### src/hw/rtl/tbk_pkg.sv
// ----------------------------------------------------------------------------
// tbk_pkg: shared types and constants of the periodic timer bank
// Table size, action and result codes, and the table request/response words.
// ----------------------------------------------------------------------------
package tbk_pkg;

  localparam int NUM_TIMERS  = 16;
  localparam int MAX_RESULTS = 16;

  localparam int IDX_W = (NUM_TIMERS > 1) ? $clog2(NUM_TIMERS) : 1;
  localparam int CNT_W = $clog2(NUM_TIMERS + 1);
  localparam int EXP_W = $clog2(MAX_RESULTS);
  localparam int SLOT_CMP_W = 8;

  localparam int IVL_W  = 31;
  localparam int TIME_W = 32;

  localparam logic [2:0] ACT_TICK    = 3'd0;
  localparam logic [2:0] ACT_CREATE  = 3'd1;
  localparam logic [2:0] ACT_DELETE  = 3'd2;
  localparam logic [2:0] ACT_SET_EN  = 3'd3;
  localparam logic [2:0] ACT_SET_IVL = 3'd4;

  localparam logic [1:0] KIND_CREATED   = 2'd0;
  localparam logic [1:0] KIND_EXPIRED   = 2'd1;
  localparam logic [1:0] KIND_NOT_FOUND = 2'd2;
  localparam logic [1:0] KIND_FULL      = 2'd3;

  typedef struct packed {
    logic              set_valid;
    logic              clr_valid;
    logic              wr_enable;
    logic              wr_interval;
    logic              wr_start;
    logic [IDX_W-1:0]  wr_addr;
    logic [IDX_W-1:0]  look_addr;
    logic [IDX_W-1:0]  rd_addr;
    logic              enable;
    logic [IVL_W-1:0]  interval;
    logic [TIME_W-1:0] now;
  } tbl_req_t;

  typedef struct packed {
    logic              valid;
    logic              enabled;
    logic [IVL_W-1:0]  interval;
    logic [TIME_W-1:0] start_time;
  } tbl_rsp_t;

endpackage

### src/hw/rtl/periodic_timer_bank.sv
// ----------------------------------------------------------------------------
// periodic_timer_bank: table of periodic millisecond timers
// Command-driven timer table with a slot-by-slot tick scan.
// ----------------------------------------------------------------------------
// Usage:
//   Drive action, timer_slot, interval_value, enable_bit and now_time and
//   raise start; the word is taken at an edge where busy is low. For a
//   defined action busy then stays high until the command is finished.
//   Results leave on result_kind / result_slot / last_of_run, each valid for
//   exactly one cycle while result_strobe is high. The receiver cannot stall
//   the block; it must take every strobed word. last_of_run marks the final
//   result of a command.
//   Command steps (table size 16):
//     tick       : one slot is fetched per cycle and fed through the shared
//                  add/compare unit, then the compare stage drains and the
//                  run flushes. An expiry is held until the next one or the
//                  flush so the final one can carry last_of_run. The scan
//                  also ends early once 16 expiries are found.
//     create     : one valid flag checked per cycle, up to the table end.
//     delete, set enable, set interval : handled in the command state.
//   A create or not-found result is registered from the cycle that decides
//   it and appears as busy drops.
//   Reset (rst, synchronous) clears all valid flags, so the table is empty;
//   no clearing pass is needed.
// ----------------------------------------------------------------------------
module periodic_timer_bank (
  input  logic        clk,
  input  logic        rst,
  input  logic        start,
  output logic        busy,
  input  logic [2:0]  action,
  input  logic [3:0]  timer_slot,
  input  logic [30:0] interval_value,
  input  logic        enable_bit,
  input  logic [31:0] now_time,
  output logic        result_strobe,
  output logic [1:0]  result_kind,
  output logic [3:0]  result_slot,
  output logic        last_of_run
);

  localparam int IdxW   = tbk_pkg::IDX_W;
  localparam int CntW   = tbk_pkg::CNT_W;
  localparam int ExpW   = tbk_pkg::EXP_W;
  localparam int CmpW   = tbk_pkg::SLOT_CMP_W;

  typedef enum logic [4:0] {
    ST_IDLE   = 5'b00001,
    ST_TICK   = 5'b00010,
    ST_CREATE = 5'b00100,
    ST_CMD    = 5'b01000,
    ST_FLUSH  = 5'b10000
  } state_t;

  state_t st;

  // Command word held for the whole run
  logic [2:0]                 action_r;
  logic [3:0]                 slot_r;
  logic [30:0]                interval_r;
  logic                       enable_r;
  logic [31:0]                now_r;

  // Scan counter, compare stage and held expiry
  logic [CntW-1:0]            cnt;
  logic                       chk_valid;
  logic                       chk_live;
  logic [IdxW-1:0]            chk_slot;
  logic                       pend_valid;
  logic [IdxW-1:0]            pend_slot;
  logic [ExpW-1:0]            exp_cnt;

  tbk_pkg::tbl_req_t          req;
  tbk_pkg::tbl_rsp_t          rsp;

  logic                       expired;
  logic                       hit;
  logic                       cnt_in_range;
  logic                       slot_ok;
  logic                       free_found;
  logic                       cmd_ok;
  logic                       at_limit;

  tbk_table u_table (
    .clk (clk),
    .rst (rst),
    .req (req),
    .rsp (rsp)
  );

  // Shared add/compare unit: one slot per cycle during a tick
  tbk_due u_due (
    .start_time (rsp.start_time),
    .interval   (rsp.interval),
    .now        (now_r),
    .expired    (expired)
  );

  assign busy = (st != ST_IDLE);

  assign cnt_in_range = (cnt < CntW'(tbk_pkg::NUM_TIMERS));
  assign hit          = (st == ST_TICK) && chk_valid && chk_live && expired;
  assign at_limit     = (exp_cnt == ExpW'(tbk_pkg::MAX_RESULTS - 1));
  assign free_found   = (st == ST_CREATE) && cnt_in_range && !rsp.valid;
  // Slots past the table end are never found
  assign slot_ok      = (CmpW'(slot_r) < CmpW'(tbk_pkg::NUM_TIMERS)) && rsp.valid;
  assign cmd_ok       = (st == ST_CMD) && slot_ok;

  // Table request: flag lookup follows the command slot or the scan counter
  always_comb begin
    req.look_addr   = (st == ST_CMD) ? IdxW'(slot_r) : cnt[IdxW-1:0];
    req.rd_addr     = cnt[IdxW-1:0];
    case (st)
      ST_TICK:   req.wr_addr = chk_slot;
      ST_CREATE: req.wr_addr = cnt[IdxW-1:0];
      default:   req.wr_addr = IdxW'(slot_r);
    endcase
    req.set_valid   = free_found;
    req.clr_valid   = cmd_ok && (action_r == tbk_pkg::ACT_DELETE);
    req.wr_enable   = free_found || (cmd_ok && (action_r == tbk_pkg::ACT_SET_EN));
    req.wr_interval = free_found || (cmd_ok && (action_r == tbk_pkg::ACT_SET_IVL));
    req.wr_start    = free_found || hit;
    req.enable      = enable_r;
    req.interval    = interval_r;
    req.now         = now_r;
  end

  // Sequencer
  always_ff @(posedge clk) begin
    if (rst) begin
      st            <= ST_IDLE;
      result_strobe <= 1'b0;
      chk_valid     <= 1'b0;
      pend_valid    <= 1'b0;
    end else begin
      result_strobe <= 1'b0;
      case (st)
        ST_IDLE: begin
          if (start) begin
            action_r   <= action;
            slot_r     <= timer_slot;
            interval_r <= interval_value;
            enable_r   <= enable_bit;
            now_r      <= now_time;
            cnt        <= '0;
            chk_valid  <= 1'b0;
            pend_valid <= 1'b0;
            exp_cnt    <= '0;
            case (action)
              tbk_pkg::ACT_TICK:    st <= ST_TICK;
              tbk_pkg::ACT_CREATE:  st <= ST_CREATE;
              tbk_pkg::ACT_DELETE,
              tbk_pkg::ACT_SET_EN,
              tbk_pkg::ACT_SET_IVL: st <= ST_CMD;
              default:              st <= ST_IDLE;
            endcase
          end
        end
        ST_TICK: begin
          // Emit the held expiry once a newer one shows it was not the last
          if (hit) begin
            if (pend_valid) begin
              result_strobe <= 1'b1;
              result_kind   <= tbk_pkg::KIND_EXPIRED;
              result_slot   <= 4'(pend_slot);
              last_of_run   <= 1'b0;
            end
            pend_valid <= 1'b1;
            pend_slot  <= chk_slot;
            exp_cnt    <= exp_cnt + 1'b1;
          end
          if (hit && at_limit) begin
            // Result limit reached: drop the fetch in flight
            chk_valid <= 1'b0;
            st        <= ST_FLUSH;
          end else if (cnt_in_range) begin
            chk_valid <= 1'b1;
            chk_slot  <= cnt[IdxW-1:0];
            chk_live  <= rsp.valid && rsp.enabled;
            cnt       <= cnt + 1'b1;
          end else begin
            chk_valid <= 1'b0;
            if (!chk_valid) begin
              st <= ST_FLUSH;
            end
          end
        end
        ST_FLUSH: begin
          if (pend_valid) begin
            result_strobe <= 1'b1;
            result_kind   <= tbk_pkg::KIND_EXPIRED;
            result_slot   <= 4'(pend_slot);
            last_of_run   <= 1'b1;
          end
          pend_valid <= 1'b0;
          st         <= ST_IDLE;
        end
        ST_CREATE: begin
          if (!cnt_in_range) begin
            result_strobe <= 1'b1;
            result_kind   <= tbk_pkg::KIND_FULL;
            result_slot   <= 4'd0;
            last_of_run   <= 1'b1;
            st            <= ST_IDLE;
          end else if (!rsp.valid) begin
            result_strobe <= 1'b1;
            result_kind   <= tbk_pkg::KIND_CREATED;
            result_slot   <= 4'(cnt[IdxW-1:0]);
            last_of_run   <= 1'b1;
            st            <= ST_IDLE;
          end else begin
            cnt <= cnt + 1'b1;
          end
        end
        ST_CMD: begin
          if (!slot_ok) begin
            result_strobe <= 1'b1;
            result_kind   <= tbk_pkg::KIND_NOT_FOUND;
            result_slot   <= 4'd0;
            last_of_run   <= 1'b1;
          end
          st <= ST_IDLE;
        end
        default: begin
          st <= ST_IDLE;
        end
      endcase
    end
  end

  // No expiry may be left over once the block is idle
  a_idle_no_pend: assert property (@(posedge clk) disable iff (rst)
    (st == ST_IDLE) |-> !pend_valid)
    else $error("held expiry left while idle");

  // Only an expiry can be followed by more results of the same run
  a_not_last_is_expiry: assert property (@(posedge clk) disable iff (rst)
    (result_strobe && !last_of_run) |-> (result_kind == tbk_pkg::KIND_EXPIRED))
    else $error("non-final result of a kind other than expired");

  // The flush step always closes the run
  a_flush_closes: assert property (@(posedge clk) disable iff (rst)
    (st == ST_FLUSH) |=> (st == ST_IDLE))
    else $error("flush did not return to idle");

  // A result with the last mark leaves the block idle
  a_last_when_done: assert property (@(posedge clk) disable iff (rst)
    (result_strobe && last_of_run) |-> (st == ST_IDLE))
    else $error("final result while still busy");

endmodule

### src/hw/rtl/tbk_due.sv
// ----------------------------------------------------------------------------
// tbk_due: shared expiry check
// One 32-bit wrapping add of start and interval, compared against now.
// ----------------------------------------------------------------------------
module tbk_due (
  input  logic [tbk_pkg::TIME_W-1:0] start_time,
  input  logic [tbk_pkg::IVL_W-1:0]  interval,
  input  logic [tbk_pkg::TIME_W-1:0] now,
  output logic                       expired
);

  logic [tbk_pkg::TIME_W-1:0] due;

  assign due     = start_time + {1'b0, interval};
  assign expired = due < now;

endmodule

### src/hw/rtl/tbk_table.sv
// ----------------------------------------------------------------------------
// tbk_table: timer slot storage
// Valid and enable flags in flops; interval and start time in memories
// with one write port and one registered read port each.
// ----------------------------------------------------------------------------
module tbk_table (
  input  logic              clk,
  input  logic              rst,
  input  tbk_pkg::tbl_req_t req,
  output tbk_pkg::tbl_rsp_t rsp
);

  logic [tbk_pkg::NUM_TIMERS-1:0] valid;
  logic [tbk_pkg::NUM_TIMERS-1:0] enabled;
  logic [tbk_pkg::IVL_W-1:0]      ivl_mem   [tbk_pkg::NUM_TIMERS];
  logic [tbk_pkg::TIME_W-1:0]     start_mem [tbk_pkg::NUM_TIMERS];
  logic [tbk_pkg::IVL_W-1:0]      rd_interval;
  logic [tbk_pkg::TIME_W-1:0]     rd_start;

  always_ff @(posedge clk) begin
    if (rst) begin
      valid <= '0;
    end else begin
      if (req.set_valid) begin
        valid[req.wr_addr] <= 1'b1;
      end
      if (req.clr_valid) begin
        valid[req.wr_addr] <= 1'b0;
      end
    end
  end

  always_ff @(posedge clk) begin
    if (req.wr_enable) begin
      enabled[req.wr_addr] <= req.enable;
    end
  end

  always_ff @(posedge clk) begin
    if (req.wr_interval) begin
      ivl_mem[req.wr_addr] <= req.interval;
    end
    rd_interval <= ivl_mem[req.rd_addr];
  end

  always_ff @(posedge clk) begin
    if (req.wr_start) begin
      start_mem[req.wr_addr] <= req.now;
    end
    rd_start <= start_mem[req.rd_addr];
  end

  assign rsp.valid      = valid[req.look_addr];
  assign rsp.enabled    = enabled[req.look_addr];
  assign rsp.interval   = rd_interval;
  assign rsp.start_time = rd_start;

endmodule
### config.mk
export PLATFORM = sky130hd
export DESIGN_NAME = periodic_timer_bank
export DESIGN_NICKNAME = d
export VERILOG_FILES = /design/src/hw/rtl/tbk_pkg.sv /design/src/hw/rtl/periodic_timer_bank.sv /design/src/hw/rtl/tbk_due.sv /design/src/hw/rtl/tbk_table.sv
export SDC_FILE = /design/constraint.sdc
export NUM_CORES = 1
export LEC_CHECK = 0
export BUFFER_PORTS_ARGS = -buffer_cell sky130_fd_sc_hd__buf_2
export CORE_MARGIN = 4
export CORE_UTILIZATION = 52
export CTS_CLUSTER_SIZE = 14
export DETAILED_ROUTE_END_ITERATION = 12
export GPL_TIMING_DRIVEN = 0
export PLACE_DENSITY = 0.7
export SYNTH_ARGS = -nofsm -noshare
export SYNTH_HDL_FRONTEND = slang
export SYNTH_SLANG_ARGS = --single-unit
### constraint.sdc
create_clock -name clk -period 5.6 [get_ports clk]
set_input_delay 0 -clock clk [delete_from_list [all_inputs] [get_ports clk]]
set_output_delay 0 -clock clk [all_outputs]
set_load 0.005 [all_outputs]
# == Yosys cells after proc, flatten, opt, wreduce, memory -nomap -nowiden ==
# Memory sizes are Yosys's and may differ from the RTL's. A register that Yosys moved wholly into a read port is not among the register bits.
# Index checks and enable logic that the tools add are counted.
# totals
ff_bits,136
ramBits,1008
inputBits,74
out_inout_bits,9
elab_cells,154
memories,2
# memory_table
memory,words,word_bits,rd,rd_ports_with_merged_regs,write_ports,line,text
u_table.start_mem,16,32,1,1,1,tbk_table.sv:16,logic [tbk_pkg::TIME_W-1:0] start_mem [tbk_pkg::NUM_TIMERS];
u_table.ivl_mem,16,31,1,1,1,tbk_table.sv:15,logic [tbk_pkg::IVL_W-1:0] ivl_mem [tbk_pkg::NUM_TIMERS];
# classes
addsub,3
order_cmp,5
n_eq_ne,26
mux,62
bitwise_logic,5
n_reduce_logical,32
# ops
operator,count
$mux W5,11
$mux W16,3
$add A32 B31 Y32,1
$lt A32 B32 Y1,1
$mux W4,8
$pmux W5 S3,2
$mux W1,20
$ne A2 B2 Y1 const B,9
$and A16 B16 Y16,1
$bwmux W16,1
$not A16 Y16,1
$or A16 B16 Y16,1
$pmux W4 S2,2
$pmux W4 S4,1
$eq A3 B2 Y1 const B,4
$logic_and A1 B1 Y1,12
$pmux W4 S3,1
$reduce_and A4 Y1,3
$lt A4 B5 Y1 const B,2
$mux W2,5
$reduce_and A5 Y1,2
$reduce_and A3 Y1,3
$bmux W1 S4,2
$pmux W1 S4,2
29 further kinds,35

# == Logic depth before layout (Yosys ltp) ==
# Gate-level depths: netlist of the first run.
# logic_depth
ltp_word,11
ltp_mapped,21
ltp_nobuf,20

# == Cells and area by module ==
# A second synthesis of the first run with hierarchy kept.
# hier_totals
hier_cells,2370
area_unflattened_um2,47229.0
# by_module_without_submodules
mod,instances,cells_each,area_each_um2,seq_area_each_um2
tbk_table,1,1761,40675.3,32331.0
periodic_timer_bank,1,235,3911.3,3042.9
tbk_due,1,374,2642.5,0.0

# == Least setup slack after synthesis of the first run ==
# OpenSTA, ideal clock, no wires.
# synth_timing
path_kind,register to register
from,"reg u_table.rd_start[16] (netlist bit), read port of u_table.start_mem"
to,"mem u_table.start_mem[0][0] (netlist bit), enable pin"
setup_time_ns,0.421
arrival_ns,5.051
required_ns,5.179
setup_slack_ns,0.128
path_stages_with_launch,20
n_path_buf,2
synth_period_minus_slack_ns,5.472
path_cell_list,dfxtp_1 -> ha_1 -> clkbuf_1 -> a211oi_1 -> and2_1 -> a2111oi_0 -> o21ai_0 -> o21ai_1 -> and3_1 -> nor3_1 -> nand3b_1 -> ha_1 -> nor2b_1 -> o21ai_0 -> o311ai_1 -> a211o_1 -> a31o_2 -> o31a_4 -> buf_6 -> nor2_1
# synth_via
elab_chain_len,6
# synth_lines
element,line,text
start: declaration,tbk_table.sv:18,logic [tbk_pkg::TIME_W-1:0] rd_start;
$add A32 B31 Y32,tbk_due.sv:14,"assign due = start_time + {1'b0, interval};"
$lt A32 B32 Y1,tbk_due.sv:15,assign expired = due < now;
$logic_and A1 B1 Y1,periodic_timer_bank.sv:102,assign hit = (st == ST_TICK) && chk_valid && chk_live && expired;
$logic_or A1 B1 Y1,periodic_timer_bank.sv:122,req.wr_start = free_found || hit;
$mux W1,tbk_table.sv:47,if (req.wr_start) begin
$mux W1 (not written as such),tbk_table.sv:48,start_mem[req.wr_addr] <= req.now;
end: declaration,tbk_table.sv:16,
# Every way passes these cells.

# == Worst setup path after layout of the first run ==
# layout_timing
from,"reg u_table.rd_interval[16] (netlist bit), read port of u_table.ivl_mem"
to,"mem u_table.start_mem[15][11] (netlist bit), enable pin"
# layout_via
elab_chain_len,6
# layout_lines
element,line,text
start: declaration,tbk_table.sv:17,logic [tbk_pkg::IVL_W-1:0] rd_interval;
$add A32 B31 Y32,tbk_due.sv:14,
$lt A32 B32 Y1,tbk_due.sv:15,
$logic_and A1 B1 Y1,periodic_timer_bank.sv:102,
$logic_or A1 B1 Y1,periodic_timer_bank.sv:122,
$mux W1,tbk_table.sv:47,
$mux W1 (not written as such),tbk_table.sv:48,
# Every way passes these cells.

==> results.toml, run 1 <==
[outcome]
status = "completed"

[synthesis]
synth-seq-cells = 1207
yosysWarnings = 0
synth_ff_type = "edfxtp_1"
ys_seq_area_share_pct = 75.2
synthCells = 2239
synth-async-reset-ratio_pct = 0
synth_area_um2 = 47000
postSynthAreaPerCell_um2 = 21.0
synth_fp_nets = 2378
yosysUniqueCellTypes = 73
synth_enable_flop_cells = 1120

[finish]
finalNetCount = 2719
final_common_cell = "edfxtp_1"
post-route-util_pct = 61.1
drive_gt1_share_pct = 26.0
syn_to_final_growth_pct = 16.8
final_cell_mix = "edfxtp_1, mux4_2, clkbuf_16"

[timing]
fin_ws_ns = 0.205
hold_ws_ns = 0.0339
post-route-min-period_ns = 5.40
slew_headroom_pct = 15.5
rsz0062_at_grt = "no"
drv_slew = 0
skew_ns = 0.0361
finalHoldViolations = 0
max_freq_mhz = 185
fin_crit_sh_pct = 96.3
worst_pin_slew_ns = 1.27
setup_viol = 0
finalSetupTns_ns = 0

[die]
ios = 83
die_w_um = 309
core_area_um2 = 89900
dieArea_um2 = 95300
die_height_um = 309
initial_core_util_pct = 52.3
row_count = 110

[worst_hold_path]
min_from = "now_time[27]"
hold_end = "now_r[27]"
whs_path_depth = 2
min_path_type = "in2reg"

[clocking]
cts_made_buffers = 114
cts-root-buf = "clkbuf_16"
clkSinkCount = 1207
clk_pin_slew_worst_paths_ns = 0.06
cts-htree-levels = 3
clockBufferDepth = 3
insertion_delay_ns = 0.69
cts_tree = "built"

[routing]
wl_mm = 111
vias = 23800
antenna_left = 0
drtPass1Iterations = 6
vias_per_cell = 6.17
avgRoutedWirePerCell_um = 28.9
drc = 0
first_iter_violations = 2765

[setup_path]
r2r-start = "u_table.rd_interval[16]"
arrival_ns = 5.77
cp.required_ns = 5.97
ff2ff_path_depth = 20
path_max_fanout = 15
start_kind = "flop"
crit_type = "reg2reg"
reg2reg_slack_ns = 0.20
cp-end-kind = "flop"
rr_endpoint = "u_table.start_mem[15][11]"

[global_route]
grt_pass1_wl_mm = 163
grt_overflow = 0
antenna_found_initial = 7
track_usage_pct = 23.8
grt_pass1_vias = 24500
grt_start_max_net_pins = 26

[pwr]
finalPower_mw = 19.6
peakVddDrop_uv = 349
p_leak_nw = 17.7
powerDensity_nw_per_um2 = 357

[place]
place_ws_ns = -0.327
post-dp-hpwl_mm = 71.5
place.gp.congestion = 0.963
portBuffers = 81

[run]
cap_violations = 0
power by group:
group | switching, mW | leakage, nW | total [mW] | internal, mW
clock network | 3.26 | 1.83 | 7.56 | 4.30
logic | 1.02 | 5.09 | 1.83 | 0.813
registers | 0.193 | 10.8 | 10.2 | 10.0
synth_stat cells, types with 15 or more instances:
cell type  number  share of area [%]
a21o_1         19               0.30
xnor2_1        18               0.34
inv_1          60               0.48
o21ai_0        30               0.32
o32ai_1        16               0.30
ha_1           64                1.7
o21a_1         21               0.34
dfxtp_1        87                3.7
mux4_2        316                 15
nor3_1         16               0.17
edfxtp_1     1120                 72
nand2_1        41               0.33
nor2_1        108               0.86
nand3_1        15               0.16
a21oi_1        42               0.45
clkbuf_1       57               0.46
buf_1          28               0.22
a211oi_1       15               0.24
worst max-delay path by stage:
stage,start,endpoint,slack (ns),cells past startpoint
finish,u_table.rd_interval[16],u_table.start_mem[15][11],0.20,20
CTS,u_table.rd_interval[16],u_table.start_mem[5][17],0.02,18
global placement,u_table.rd_interval[16],u_table.start_mem[15][10],-2.48,18
detailed placement,u_table.rd_interval[16],u_table.start_mem[15][10],-0.33,19
global route,u_table.rd_interval[0],u_table.start_mem[15][22],0.06,23
floorplan,u_table.rd_start[16],u_table.start_mem[0][0],0.13,19
kinds of logic after synthesis:
kind of cell,Yosys count,synth area share [%]
flops,1207,75.2
mux,329,15.5
simple gates,250,2.61
compound gates,202,3.02
buf+inv,159,1.41
fa+ha+maj,65,1.75
xor+xnor,27,0.503
through the flow:
stage / instance area (um2) / instances
4_1_cts: 54900 / 3854
6_report: 54900 / 3857
5_1_grt: 54900 / 3856
3_5_place_dp: 49900 / 3531
2_1_floorplan: 47000 / 2239
3_3_place_gp: 48900 / 3496
repair_timing:
| action | 4_1_cts | 5_1_grt |
|---|---|---|
| endpoints found under the hold margin | 96 | 0 |
| setup buffers | 20 | 2 |
| setup endpoints to repair | 289 | 459 |
| gates resized for setup | 0 | 10 |
| pin swaps | 14 | 2 |
| hold buffers | 87 | 0 |
flip-flops by register name, indices dropped and copies added, names as in the netlist:
signal	cells
st	5
last_of_run	1
u_table.rd_start	32
result_slot	4
u_table.start_mem	512
now_r	32
action_r	3
enable_r	1
chk_live	1
result_kind	2
pend_slot	4
u_table.rd_interval	31
exp_cnt	4
cnt	5
u_table.ivl_mem	496
u_table.enabled	16
result_strobe	1
u_table.valid	16
chk_slot	4
pend_valid	1
interval_r	31
slot_r	4
chk_valid	1
cell type report:
type / count / area [um2]
clock inverters: 63 / 497
repair buffers: 225 / 2430
well taps: 1176 / 1470
flip-flops and latches: 1207 / 35400
multi-input cells: 873 / 11300
inverters: 60 / 225
clock buffers: 153 / 3210
fillers: 6188 / 35000
diodes: 1 / 2.50
plain buffers: 99 / 439
per-layer routing:
| layer | track usage [%] | routed length [um] | part of all wire, % |
|---|---|---|---|
| met1 | 32.5 | 43500 | 39 |
| met5 | 0 | 13 | 0.012 |
| met3 | 3.51 | 8140 | 7.3 |
| met2 | 40.8 | 56700 | 51 |
| met4 | 6.28 | 2970 | 2.7 |
worst max-delay path: stages, from the launching register on:
cell	delay [ns]
dfxtp_1	0.31
ha_1	0.26
clkbuf_1	0.27
nand4_1	0.26
nor4_1	0.35
nand4b_1	0.25
a41oi_2	0.34
o31ai_2	0.15
o21ai_0	0.27
a21oi_1	0.13
xnor2_1	0.14
ha_1	0.21
nor3_1	0.40
o311ai_1	0.18
a211o_1	0.28
a31o_2	0.32
o31a_4	0.23
buf_6	0.21
nor2_4	0.16
buf_12	0.15
buf_16	0.17
Note: power is estimated with default switching activity, not from simulation.
==> run 2, diff against run 1 <==
--- a/config.mk
+++ b/config.mk
@@ -11,6 +11,7 @@
 export CTS_CLUSTER_SIZE = 14
 export DETAILED_ROUTE_END_ITERATION = 12
 export GPL_TIMING_DRIVEN = 0
+export HOLD_SLACK_MARGIN = 0.06
 export PLACE_DENSITY = 0.7
 export SYNTH_ARGS = -nofsm -noshare
 export SYNTH_HDL_FRONTEND = slang
==> run 2 against run 1 <==
  * Sequential power hardly changed
  * Maximum frequency increased by 0.94%
  * Hold slack improved by 0.067 ns
  * Wire length grew 0.37%
  * Critical endpoint unchanged
  * Largest power group unchanged
  * Highest routed layer unchanged
==> results.toml, run 2 (synthesis gave the netlist of run 1 again) <==
[outcome]
status = "completed"

[routing]
vias_per_cell = 6.16
antenna_left = 0
avgRoutedWirePerCell_um = 28.6
vias = 24100
drc = 0
first_iter_violations = 2841
drtPass1Iterations = 5
wl_mm = 112

[die]
core_area_um2 = 89900
dieArea_um2 = 95300
die_height_um = 309
die_w_um = 309
initial_core_util_pct = 52.3
row_count = 110
ios = 83

[timing]
worst_pin_slew_ns = 1.26
rsz0062_at_grt = "no"
setup_viol = 0
drv_slew = 0
fin_crit_sh_pct = 95.4
finalHoldViolations = 0
max_freq_mhz = 187
fin_ws_ns = 0.255
skew_ns = 0.0327
slew_headroom_pct = 16.0
post-route-min-period_ns = 5.34

[setup_path]
cp.required_ns = 5.98
reg2reg_slack_ns = 0.26
ff2ff_path_depth = 20
r2r-start = "u_table.rd_interval[16]"
crit_type = "reg2reg"
start_kind = "flop"
path_max_fanout = 15
cp-end-kind = "flop"
arrival_ns = 5.72
rr_endpoint = "u_table.start_mem[15][11]"

[pwr]
p_leak_nw = 17.9
powerDensity_nw_per_um2 = 354
peakVddDrop_uv = 353

[clocking]
clkSinkCount = 1207
clk_pin_slew_worst_paths_ns = 0.07
cts_tree = "built"
cts-htree-levels = 3
clockBufferDepth = 3
cts_made_buffers = 114
insertion_delay_ns = 0.69
cts-root-buf = "clkbuf_16"

[global_route]
grt_overflow = 0
antenna_found_initial = 7
grt_pass1_wl_mm = 164
grt_pass1_vias = 24700
track_usage_pct = 23.9
grt_start_max_net_pins = 26

[finish]
final_cell_mix = "edfxtp_1, mux4_2, dlygate4sd3_1"
drive_gt1_share_pct = 25.5
finalNetCount = 2768
regMostFlops = "u_table.start_mem"
final_common_cell = "edfxtp_1"
largest_reg_flops = 512
antenna-diode-count = 0
syn_to_final_growth_pct = 17.9
fin_area_um2 = 55400
top_regs = "u_table.start_mem: 512 flops, u_table.ivl_mem: 496 flops"

[place]
place_area_um2 = 49900
post-dp-hpwl_mm = 71.5
place_ws_ns = -0.327
place.gp.congestion = 0.963
portBuffers = 81

[run]
cap_violations = 0

[worst_hold_path]
min_path_type = "in2reg"
whs_path_depth = 2
min_from = "interval_value[0]"
hold_end = "interval_r[0]"
[run 2: cell types whose count changed in the layout (fill, tap and decap cells not counted), sizes merged]
| cell | before | now |
|---|---|---|
| dlygate4sd3 | 87 | 136 |
| diode | 1 | 0 |
[run 2: area by class of cell]
class | instances | area, um2
clock inverter | 63 | 497
sequential | 1207 | 35400
inverter | 60 | 225
fill | 6151 | 34500
buffer | 99 | 439
tap | 1176 | 1470
clock buffer | 153 | 3210
multi-input combinational | 873 | 11300
timing repair buffer | 274 | 2920
[run 2: where the power goes]
part / switching (mW) / internal (mW) / leakage (nW)
combinational: 1.02 / 0.836 / 5.29
clock: 3.25 / 4.30 / 1.83
sequential: 0.192 / 10.0 / 10.8
[run 2: metrics by stage]
stage	hold WS, ns	cells	TNS, ns	total power, mW	utilization [%]
6_report	0.101	3905	0	19.6	61.7
5_1_grt	0.0948	3905	0	20.3	61.7
4_1_cts	0.0622	3903	0	19.7	61.6
3_5_place_dp	0.178	3531	-40.19	12.2	55.5
3_3_place_gp	0.177	3496	-1845.68	12.1	54.4
2_1_floorplan	0.0989	2239	0	11.5	-
[run 2: critical path, cell delays in order (launching register included)]
cell and delay (ns):
dfxtp_1 0.31, ha_1 0.26, clkbuf_1 0.27, nand4_1 0.27, nor4_1 0.33, nand4b_1 0.24, a41oi_2 0.33, o31ai_2 0.15
o21ai_0 0.27, a21oi_1 0.12, xnor2_1 0.14, ha_1 0.20, nor3_1 0.39, o311ai_1 0.18, a211o_1 0.28, a31o_2 0.32
o31a_4 0.23, buf_6 0.21, nor2_4 0.16, buf_12 0.15, buf_16 0.17
[run 2: worst max path at each step]
stage                            startpoint                   endpoint  slack, ns  cells past startpoint
global route         u_table.rd_interval[0]  u_table.start_mem[15][22]       0.06                     23
detailed placement  u_table.rd_interval[16]  u_table.start_mem[15][10]      -0.33                     19
global placement    u_table.rd_interval[16]  u_table.start_mem[15][10]      -2.48                     18
CTS                 u_table.rd_interval[16]   u_table.start_mem[5][17]       0.02                     18
finish              u_table.rd_interval[16]  u_table.start_mem[15][11]       0.26                     20
floorplan              u_table.rd_start[16]    u_table.start_mem[0][0]       0.13                     19
[run 2: metal layers]
layer | vias to the layer above | share of wire [%] | GRT usage (%)
met3 | 217 | 6.8 | 3.49
li1 | 10100 | - | -
met4 | 2 | 2.7 | 6.23
met1 | 12600 | 39 | 32.6
met5 | - | 0.012 | 0
met2 | 1096 | 51 | 41.0
[run 2: timing repair]
action,4_1_cts,5_1_grt
buffers inserted,20,2
gates resized for setup,0,10
endpoints found under the setup margin,289,459
hold buffers,136,0
pin swaps,14,2
hold endpoints to repair,97,0
==> run 3, diff against run 2 <==
--- a/config.mk
+++ b/config.mk
@@ -6,6 +6,7 @@
 export NUM_CORES = 1
 export LEC_CHECK = 0
 export BUFFER_PORTS_ARGS = -buffer_cell sky130_fd_sc_hd__buf_2
+export CORE_ASPECT_RATIO = 0.6
 export CORE_MARGIN = 4
 export CORE_UTILIZATION = 52
 export CTS_CLUSTER_SIZE = 14
==> run 3 against run 2 <==
  * Utilization is 0.18 points lower
  * Maximum frequency is 2.9% lower
  * Global-route usage is 0.91 points higher
  * Final area is 0.53% lower
  * Largest power group unchanged
==> results.toml, run 3 (synthesis gave the netlist of run 1 again) <==
[die]
core_area_um2 = 89700
dieArea_um2 = 95500
die_height_um = 241
row_count = 85
die_w_um = 396
ios = 83
initial_core_util_pct = 52.4

[clocking]
insertion_delay_ns = 0.72
clockBufferDepth = 3
cts_made_buffers = 106
cts-htree-levels = 3
cts_tree = "built"
cts-root-buf = "clkbuf_16"
clk_pin_slew_worst_paths_ns = 0.06
clkSinkCount = 1207

[timing]
post-route-min-period_ns = 5.51
max_freq_mhz = 182
finalHoldViolations = 0
setup_viol = 0
worst_pin_slew_ns = 1.28
fin_crit_sh_pct = 98.3
skew_ns = 0.0456
slew_headroom_pct = 14.4
drv_slew = 0
hold_ws_ns = 0.121
finalSetupTns_ns = 0
rsz0062_at_grt = "no"

[setup_path]
cp-end-kind = "flop"
crit_family = "compound AO/OA/AOI/OAI gates"
crit_type = "reg2reg"
path_max_fanout = 22
worstPathCellList = "ha_1, nand4_1, nor3_2, o211ai_1, a41oi_2, o21a_1, nor3_1, o41ai_1, a21oi_1, ha_1, a21oi_1, nor2b_1, o21ai_0, o311ai_1, a211o_1, a31o_2, o31a_4, buf_6, nor2_4, buf_12"
critPathBufInv = 2
cp.depth = 20
cp_slowest_stage_delay_ns = 0.50
arrival_ns = 5.90
ff2ff_path_depth = 20
crit_slowest_cell = "ha_1"
cp.required_ns = 6.00
start_kind = "flop"

[routing]
first_iter_violations = 3285
drtPass1Iterations = 8
drc = 0
vias = 24800
avgRoutedWirePerCell_um = 29.6
wl_mm = 116
vias_per_cell = 6.30
antenna_left = 0

[global_route]
grt_overflow = 0
grt_start_max_net_pins = 26
track_usage_pct = 24.8
grt_pass1_vias = 24500
grt_pass1_wl_mm = 169
antenna_found_initial = 0

[finish]
largest_reg_flops = 512
top_regs = "u_table.start_mem: 512 flops, u_table.ivl_mem: 496 flops"
antenna-diode-count = 0
final_cell_mix = "edfxtp_1, mux4_2, dlygate4sd3_1"
regMostFlops = "u_table.start_mem"
fillCellCount = 6117
syn_to_final_growth_pct = 17.2
finalNetCount = 2769
final_common_cell = "edfxtp_1"
drive_gt1_share_pct = 24.8

[place]
post-dp-hpwl_mm = 74.4
portBuffers = 81
place.gp.congestion = 0.897

[worst_hold_path]
whs_path_depth = 2
min_path_type = "in2reg"

[run]
cap_violations = 0

[pwr]
p_leak_nw = 17.7
peakVddDrop_uv = 302
powerDensity_nw_per_um2 = 347

[outcome]
status = "completed"
run 3: cell count changes in the layout (fill, tap and decap cells not counted), moves of 3 or more:
cell,change
inv_6,-3
clkinv_2,-10
buf_4,+8
clkbuf_16,-12
dlygate4sd3_1,+4
clkbuf_8,-5
clkinv_1,-7
clkbuf_1,+14
buf_12,-5
run 3: metal layers:
metal  track usage (%)  part of all wire, %  vias up
met4              5.83                  2.1        0
li1                  -                    -    10100
met5                 0                    0        -
met2              35.2                   43     1513
met3              5.59                   11      191
met1              39.6                   44    13000
run 3: metrics by stage:
step	std cells	power, mW	area, um2	utilization [%]	setup slack (ns)
final	3933	19.1	55100	61.5	0.0935
after global placement	3538	12.1	48900	54.6	-2.91
after CTS	3932	19.2	55100	61.4	0.00434
after detailed placement	3573	12.2	50000	55.8	-0.597
after global routing	3933	19.8	55100	61.5	0.0379
after floorplan	2239	11.5	47000	-	0.128
run 3: path summary, 6_finish.rpt:
kind	startpoint	endpoint	slack, ns
hold reg to reg	cnt[2]	chk_slot[2]	0.45
setup reg to reg	u_table.rd_interval[16]	u_table.start_mem[15][6]	0.09
setup / recovery	u_table.rd_interval[16]	u_table.start_mem[15][6]	0.09
hold / removal	action[2]	action_r[2]	0.12
run 3: layout make-up:
type	count	area [um2]	area share, %
multi-input cells	874	11300	20.5
clock buffers	151	2900	5.26
inverters	60	225	0.409
flip-flops and latches	1207	35400	64.2
plain buffers	98	435	0.790
well taps	1218	1520	2.77
repair buffers	283	2980	5.40
clock inverters	42	389	0.706
run 3: power by group:
group	internal (mW)	switching [mW]
clock network	3.81	3.20
logic	0.842	1.06
registers	10.0	0.211
total	14.7	4.47
run 3: repair_timing:
action                                  4_1_cts  5_1_grt
endpoints found under the setup margin      523      374
buffers inserted                             25        2
hold buffers                                140        0
resized for setup                             5        8
endpoints found under the hold margin        98        0
cloned                                        1        0
pin swaps                                    12        2
